==> src/design/csspan_pkg.sv <==
// Shared types, constants and square-root step for the circle scanline span block.
package csspan_pkg;

	// Radius saturation and fixed-point format
	localparam logic [11:0] RADIUS_MAX       = 12'd4000;
	localparam int          RADIUS_FRAC_BITS = 4;

	// Square root of a 16-bit radicand: 8 result digits, two per stage
	localparam int RADICAND_W       = 16;
	localparam int ROOT_W           = 8;
	localparam int REM_W            = 9;
	localparam int DIGITS_PER_STAGE = 2;
	localparam int SQRT_STAGES      = ROOT_W / DIGITS_PER_STAGE;

	typedef struct packed {
		logic [11:0] radius_sixteenths;
		logic [7:0]  center_x;
		logic [7:0]  center_y;
		logic [7:0]  line;
	} span_req_t;

	typedef struct packed {
		logic [7:0] left_edge;
		logic [7:0] right_edge;
	} span_rsp_t;

	typedef struct packed {
		logic [REM_W-1:0]  rem;
		logic [ROOT_W-1:0] root;
	} sqrt_acc_t;

	// One digit of the restoring square root: bring in two radicand bits
	function automatic sqrt_acc_t sqrt_digit(input sqrt_acc_t acc, input logic [1:0] pair);
		logic [REM_W+1:0] cur;
		logic [REM_W+1:0] trial;
		sqrt_acc_t        nxt;
		cur   = {acc.rem, pair};
		trial = {1'b0, acc.root, 2'b01};
		if (cur >= trial) begin
			nxt.rem  = REM_W'(cur - trial);
			nxt.root = {acc.root[ROOT_W-2:0], 1'b1};
		end else begin
			nxt.rem  = REM_W'(cur);
			nxt.root = {acc.root[ROOT_W-2:0], 1'b0};
		end
		return nxt;
	endfunction

endpackage

==> src/design/circle_scanline_span.sv <==
// Circle scanline span: left and right window edges of a filled circle on one line.
//
// Usage: present one request per cycle on req with req_valid; it is taken at a
// rising edge where req_valid is high and req_stall is low. Each request gives
// the radius in 1/16 pixel, the circle center and the scanline. One response
// per request comes out on rsp/rsp_valid, in request order, and is taken at an
// edge where rsp_valid is high and rsp_stall is low.
// From request to response the pipeline registers decode, the two squares, their
// difference, four square-root stages of two digits each, and the edge clamp.
// Throughput is one request per cycle but for stalls; requests are independent.
// The pipeline advances as a whole: while a response waits under rsp_stall,
// req_stall is raised and every stage holds. Empty stages carry no valid bit,
// so bubbles never raise rsp_valid.
// Reset clears all valid bits; the pipeline is empty and takes a request in
// the first cycle after reset is released.
module circle_scanline_span #(
	parameter int SCREEN_LINES = 180,
	parameter int SCREEN_WIDTH = 240
) (
	input  logic                  clk,
	input  logic                  arst_n,
	input  logic                  req_valid,
	output logic                  req_stall,
	input  csspan_pkg::span_req_t req,
	output logic                  rsp_valid,
	input  logic                  rsp_stall,
	output csspan_pkg::span_rsp_t rsp
);
	import csspan_pkg::*;

	localparam logic [8:0] LAST_LINE   = 9'(SCREEN_LINES - 1);
	localparam logic [8:0] RIGHT_LIMIT = 9'(SCREEN_WIDTH);

	logic advance;

	// Hold the whole pipeline while a response is stalled
	assign advance   = !(rsp_valid && rsp_stall);
	assign req_stall = !advance;

	// Stage 1: saturate radius, test line coverage, distance to center line
	logic [11:0] rad_sat;
	logic [7:0]  r_px;
	logic [9:0]  line_plus_r;
	logic [9:0]  cy_plus_r;
	logic        covered;
	logic [7:0]  dy_abs;

	always_comb begin
		rad_sat     = (req.radius_sixteenths > RADIUS_MAX) ? RADIUS_MAX : req.radius_sixteenths;
		r_px        = 8'(rad_sat >> RADIUS_FRAC_BITS);
		line_plus_r = {2'b00, req.line} + {2'b00, r_px};
		cy_plus_r   = {2'b00, req.center_y} + {2'b00, r_px};
		covered     = ({1'b0, req.line} < LAST_LINE)
			&& (line_plus_r >= {2'b00, req.center_y})
			&& ({2'b00, req.line} < cy_plus_r);
		dy_abs      = (req.center_y >= req.line) ? (req.center_y - req.line)
			: (req.line - req.center_y);
	end

	logic       valid_s1;
	logic       covered_s1;
	logic [7:0] r_s1;
	logic [7:0] dy_s1;
	logic [7:0] cx_s1;

	always_ff @(posedge clk or negedge arst_n) begin
		if (!arst_n) begin
			valid_s1 <= 1'b0;
		end else if (advance) begin
			valid_s1 <= req_valid;
		end
	end

	always_ff @(posedge clk) begin
		if (advance) begin
			covered_s1 <= covered;
			r_s1       <= r_px;
			dy_s1      <= dy_abs;
			cx_s1      <= req.center_x;
		end
	end

	// Stage 2: square radius and distance
	logic        valid_s2;
	logic        covered_s2;
	logic [15:0] r_sq_s2;
	logic [15:0] dy_sq_s2;
	logic [7:0]  cx_s2;

	always_ff @(posedge clk or negedge arst_n) begin
		if (!arst_n) begin
			valid_s2 <= 1'b0;
		end else if (advance) begin
			valid_s2 <= valid_s1;
		end
	end

	always_ff @(posedge clk) begin
		if (advance) begin
			covered_s2 <= covered_s1;
			r_sq_s2    <= r_s1 * r_s1;
			dy_sq_s2   <= dy_s1 * dy_s1;
			cx_s2      <= cx_s1;
		end
	end

	// Stage 3: radicand, forced to zero on uncovered lines
	logic                  valid_s3;
	logic                  covered_s3;
	logic [RADICAND_W-1:0] radicand_s3;
	logic [7:0]            cx_s3;

	always_ff @(posedge clk or negedge arst_n) begin
		if (!arst_n) begin
			valid_s3 <= 1'b0;
		end else if (advance) begin
			valid_s3 <= valid_s2;
		end
	end

	always_ff @(posedge clk) begin
		if (advance) begin
			covered_s3  <= covered_s2;
			radicand_s3 <= covered_s2 ? (r_sq_s2 - dy_sq_s2) : '0;
			cx_s3       <= cx_s2;
		end
	end

	// Square-root stages: two digits each, radicand shifts out from the top
	logic                  valid_sq_s   [SQRT_STAGES+1];
	logic                  covered_sq_s [SQRT_STAGES+1];
	logic [RADICAND_W-1:0] rad_sq_s     [SQRT_STAGES+1];
	sqrt_acc_t             acc_sq_s     [SQRT_STAGES+1];
	logic [7:0]            cx_sq_s      [SQRT_STAGES+1];

	assign valid_sq_s[0]   = valid_s3;
	assign covered_sq_s[0] = covered_s3;
	assign rad_sq_s[0]     = radicand_s3;
	assign acc_sq_s[0]     = '0;
	assign cx_sq_s[0]      = cx_s3;

	for (genvar k = 0; k < SQRT_STAGES; k++) begin : g_sqrt
		sqrt_acc_t acc_mid;
		sqrt_acc_t acc_nxt;

		// Resolve two root digits
		always_comb begin
			acc_mid = sqrt_digit(acc_sq_s[k], rad_sq_s[k][RADICAND_W-1 -: 2]);
			acc_nxt = sqrt_digit(acc_mid, rad_sq_s[k][RADICAND_W-3 -: 2]);
		end

		always_ff @(posedge clk or negedge arst_n) begin
			if (!arst_n) begin
				valid_sq_s[k+1] <= 1'b0;
			end else if (advance) begin
				valid_sq_s[k+1] <= valid_sq_s[k];
			end
		end

		always_ff @(posedge clk) begin
			if (advance) begin
				covered_sq_s[k+1] <= covered_sq_s[k];
				rad_sq_s[k+1]     <= {rad_sq_s[k][RADICAND_W-5:0], 4'b0000};
				acc_sq_s[k+1]     <= acc_nxt;
				cx_sq_s[k+1]      <= cx_sq_s[k];
			end
		end
	end

	// Final stage: clamp edges to the screen and zero the edges of uncovered lines
	logic [ROOT_W-1:0] half;
	logic [7:0]        cx_f;
	logic [8:0]        right_sum;
	logic [7:0]        left_nxt;
	logic [7:0]        right_nxt;

	always_comb begin
		half      = acc_sq_s[SQRT_STAGES].root;
		cx_f      = cx_sq_s[SQRT_STAGES];
		right_sum = {1'b0, cx_f} + {1'b0, half};
		left_nxt  = (cx_f >= half) ? (cx_f - half) : 8'd0;
		right_nxt = (right_sum > RIGHT_LIMIT) ? RIGHT_LIMIT[7:0] : right_sum[7:0];
		if (!covered_sq_s[SQRT_STAGES]) begin
			left_nxt  = 8'd0;
			right_nxt = 8'd0;
		end
	end

	always_ff @(posedge clk or negedge arst_n) begin
		if (!arst_n) begin
			rsp_valid <= 1'b0;
		end else if (advance) begin
			rsp_valid <= valid_sq_s[SQRT_STAGES];
		end
	end

	always_ff @(posedge clk) begin
		if (advance) begin
			rsp.left_edge  <= left_nxt;
			rsp.right_edge <= right_nxt;
		end
	end

endmodule
==> config.mk <==
export PLATFORM = sky130hd
export DESIGN_NAME = circle_scanline_span
export DESIGN_NICKNAME = d
export VERILOG_FILES = /design/src/design/csspan_pkg.sv /design/src/design/circle_scanline_span.sv
export SDC_FILE = /design/constraint.sdc
export NUM_CORES = 1
export LEC_CHECK = 0
export BUFFER_PORTS_ARGS = -buffer_cell sky130_fd_sc_hd__buf_2
export CAP_MARGIN = 30
export CORE_ASPECT_RATIO = 1.75
export CORE_MARGIN = 5
export CORE_UTILIZATION = 41
export CTS_CLUSTER_DIAMETER = 100
export DETAILED_ROUTE_END_ITERATION = 8
export PLACE_DENSITY = 0.61
export SKIP_CTS_REPAIR_TIMING = 1
export SLEW_MARGIN = 25
export SYNTH_ARGS = -nofsm -noshare
export SYNTH_HDL_FRONTEND = slang
export SYNTH_SLANG_ARGS = --single-unit
==> constraint.sdc <==
create_clock -name clk -period 7.62 [get_ports clk]
set_clock_uncertainty 0.05 [all_clocks]
set_input_delay 1.143 -clock clk [delete_from_list [all_inputs] [get_ports clk]]
set_output_delay 1.143 -clock clk [all_outputs]
set_load 0.02 [all_outputs]
==> summary.txt <==
Routing
  • DRC violations left: 0
  • Iter 0 DRT Violations: 377
  • Detailed Route WL: 28.5 mm
  • DRT antenna net count: 0
  • Pre-antenna DRT Iters: 4
  • WL/cell: 15.3 um
  • Via Count: 9641
  • Via density: 5.17

Logic synthesis
  • EDFF count, synth: 210
  • Post-synthesis sequential area ratio: 43.6%
  • Yosys reg bits: 218
  • Prevailing post-synth register cell: edfxtp_1
  • Post-synth cell types: 82
  • Synth Warn #: 0
  • Syn Inst Count: 1317
  • Mapped Area: 14900 um2
  • Synthesized area per cell: 11.3 um2
  • Async set-reset flop share out of synthesis: 3.67%

Setup path
  • R2r setup slk: 2960 ps
  • Crit path largest cell delay: 550 ps
  • Critical path peak fanout: 10
  • Req. time, crit path: 7840 ps
  • CP arrival: 4890 ps
  • Crit path top cell by count: inv_1
  • CP top delay family: adder cells
  • Crit. End Element: flop
  • CP max stage cell: edfxtp_1
  • Worst path depth: 18
  • Worst flop-to-flop path endpoint: dy_sq_s2[13]$_DFFE_PN_
  • Crit Path Category: flop to flop
  • Crit path cell chain: and2_1, inv_1, fa_1, inv_1, fa_1, ha_1, inv_1, fa_1, inv_1, ha_1, a21o_1, a21oi_1, o21bai_1, a21oi_1, o21ai_0, a41oi_1, nor2b_1, xnor2_1
  • Critical Path End: dy_sq_s2[13]$_DFFE_PN_
  • Critical Path Start: dy_s1[0]$_DFFE_PN_
  • Worst r2r src: dy_s1[0]$_DFFE_PN_
  • Crit path buffers/inverters: 4
  • Worst Reg-to-Reg Cells: 18
  • Crit path launch type: flop

Global routing
  • Global-route wire length before repair: 47.4 mm
  • Gr usage total: 14.2%
  • Vias in the first global route: slightly above 10000
  • Largest net degree at the start of global routing: 94
  • Initial antenna violation count: 0
  • GRT overflow: 0

Run status
  • Outcome: complete, no violations

STA
  • Setup TNS: 0 ps
  • Peak Freq: 214 MHz
  • Number of setup violations in the final report: 0
  • Final Max Tran Viols: 0
  • Rel. slew slack: 41.0%
  • RSZ-0062 raised after global routing: no
  • Post-layout minimum cycle time: 4660 ps
  • Worst Tran Pin Value: 885 ps
  • Number of hold violations in the final report: 0
  • Final Cycle Share: 61.2%

Clocking
  • Total CTS buffers: 22
  • CTS tree: done
  • Number of H-tree levels: 1
  • Max clock buf depth: 3
  • Clock transition at the registers of the reported paths: 70 ps
  • Root buf cell: clkbuf_16
  • Clock sinks: between 200 and 250
  • Clk_lat worst skew: 520 ps

Layout
  • Area of the multi-input gates: ~7700 um2
  • Most common cell after layout, fill and taps aside: edfxtp_1
  • Layout cells sized above 1: a little under a tenth
  • FILL cells: 3378
  • Area added between synthesis and finish: 10.5%
  • N_diodes: 0
  • Commonest non-fill, non-tap cells in the layout: edfxtp_1, inv_1, ha_1
  • Nets: 1646
  • Sequential Area: 6510 um2
  • Util after Layout: 45.7%
  • Final Non-Filler Cells: about 1900

Floorplan
  • Die Wd: ~150 um
  • Starting Density: 41.4%
  • IO Pins: 58
  • Die Y: between 200 and 300 um
  • CORE AREA: 36000 um2
  • Die area: 40400 um2
  • Num rows: 92

Min path
  • Hold Path Class: flop to flop
  • Worst Hold Path Cells: 0

Place
  • I/O Buffers: 53
  • Dpl hpwl: 22.6 mm
  • RD Place Congestion: 0.891
  • Inst Count DP: 1826

Flow run
  • Max Cap Viol: 0
[final cells by class]
cell class              count  share of cell area [%]
repair buffers             56                    1.75
well taps                 470                    3.57
multi-input cells         907                    46.6
flip-flops and latches    218                    39.5
clock inverters            16                    1.14
inverters                 175                    3.99
clock buffers              24                    3.45
[routing by layer]
layer | vias to the layer above | share of wire [%] | global-route usage, %
met1 | 4667 | 33 | 12.7
met2 | 142 | 60 | 29.7
li1 | 4763 | - | -
met4 | 0 | 5.0 | 7.36
met3 | 69 | 2.4 | 1.62
met5 | - | 0 | 0
[worst min path at each step]
| stage | start | endpoint | slack (ps) |
|---|---|---|---|
| floorplan | covered_s1$_DFFE_PN_ | covered_s2$_DFFE_PN_ | 350 |
| global placement | cx_sq_s[18]$_DFFE_PN_ | cx_sq_s[10]$_DFFE_PN_ | 350 |
| detailed placement | covered_sq_s[2]$_DFFE_PN_ | covered_sq_s[1]$_DFFE_PN_ | 350 |
| CTS | cx_sq_s[11]$_DFFE_PN_ | cx_f[3]$_DFFE_PN_ | 370 |
| global route | cx_sq_s[10]$_DFFE_PN_ | cx_f[2]$_DFFE_PN_ | 380 |
| finish | cx_sq_s[15]$_DFFE_PN_ | cx_f[7]$_DFFE_PN_ | 360 |
[Yosys cell counts, types with 4 or more instances]
cell      count  area, um2
edfxtp_1    210       6310
inv_1       173        649
ha_1        169       2110
nor2_1       76        285
xnor2_1      67        587
a21oi_1      60        300
fa_1         57       1140
nand2_1      56        210
and2_1       46        288
o21ai_0      44        220
a21o_1       31        233
nor3_1       25        125
xor2_1       25        219
nor2b_1      23        144
nand3_1      22        110
clkbuf_1     15       56.3
nand2b_1     15       93.8
o21a_1       15        113
mux2_2       13        146
and3_1       11       68.8
a211oi_1     10       75.1
mux2i_1      10        100
a31oi_1       9       56.3
dfrtp_1       8        200
o21bai_1      8       60.1
or3_1         8       50.1
a21boi_0      7       52.6
o31ai_1       7       52.6
a41oi_1       5       43.8
nor4_1        5       31.3
or2_2         5       31.3
maj3_1        4       40.0
mux2_1        4       45.0
nand4_1       4       25.0
nor3b_1       4       30.0
[metrics by stage]
step | setup slack (ps) | instance area, um2 | hold WS, ps
6_report | 2960 | 16500 | 364
5_1_grt | 2580 | 16500 | 376
4_1_cts | 2910 | 16500 | 367
3_5_place_dp | 2920 | 15700 | 355
3_3_place_gp | 2970 | 15700 | 351
2_1_floorplan | 2100 | 14900 | 350
[worst reg2reg max path, stage by stage, from the launching register on]
cell	delay, ps
edfxtp_1	550
and2_1	240
inv_1	70
fa_1	390
inv_1	80
fa_1	410
ha_1	280
inv_1	50
fa_1	530
inv_1	40
ha_1	330
a21o_1	190
a21oi_1	220
o21bai_1	90
a21oi_1	210
o21ai_0	130
a41oi_1	280
nor2b_1	190
xnor2_1	70
[logic make-up after synthesis]
family | share of synthesized area, %
simple gates | 11.3
compound gates | 10.6
fa+ha+maj | 22.1
flops | 43.6
buf+inv | 4.94
xor+xnor | 5.41
mux | 1.96
other cells | 0.0252
[registers in the layout, indices dropped and copies added, names as in the netlist, 4 cells and up]
| name | cells |
|---|---|
| valid_sq_s | 4 |
| rad_sq_s | 24 |
| cx_s2 | 8 |
| r_s1 | 8 |
| radicand_s3 | 16 |
| cx_s3 | 8 |
| cx_sq_s | 24 |
| rsp | 16 |
| half | 8 |
| dy_s1 | 8 |
| r_sq_s2 | 15 |
| dy_sq_s2 | 15 |
| covered_sq_s | 4 |
| cx_s1 | 8 |
| cx_f | 8 |
| acc_sq_s | 37 |
Power is left out: the tool's default activity adds up to more than one toggle a clock period on the data nets, which glitch-free logic cannot reach.
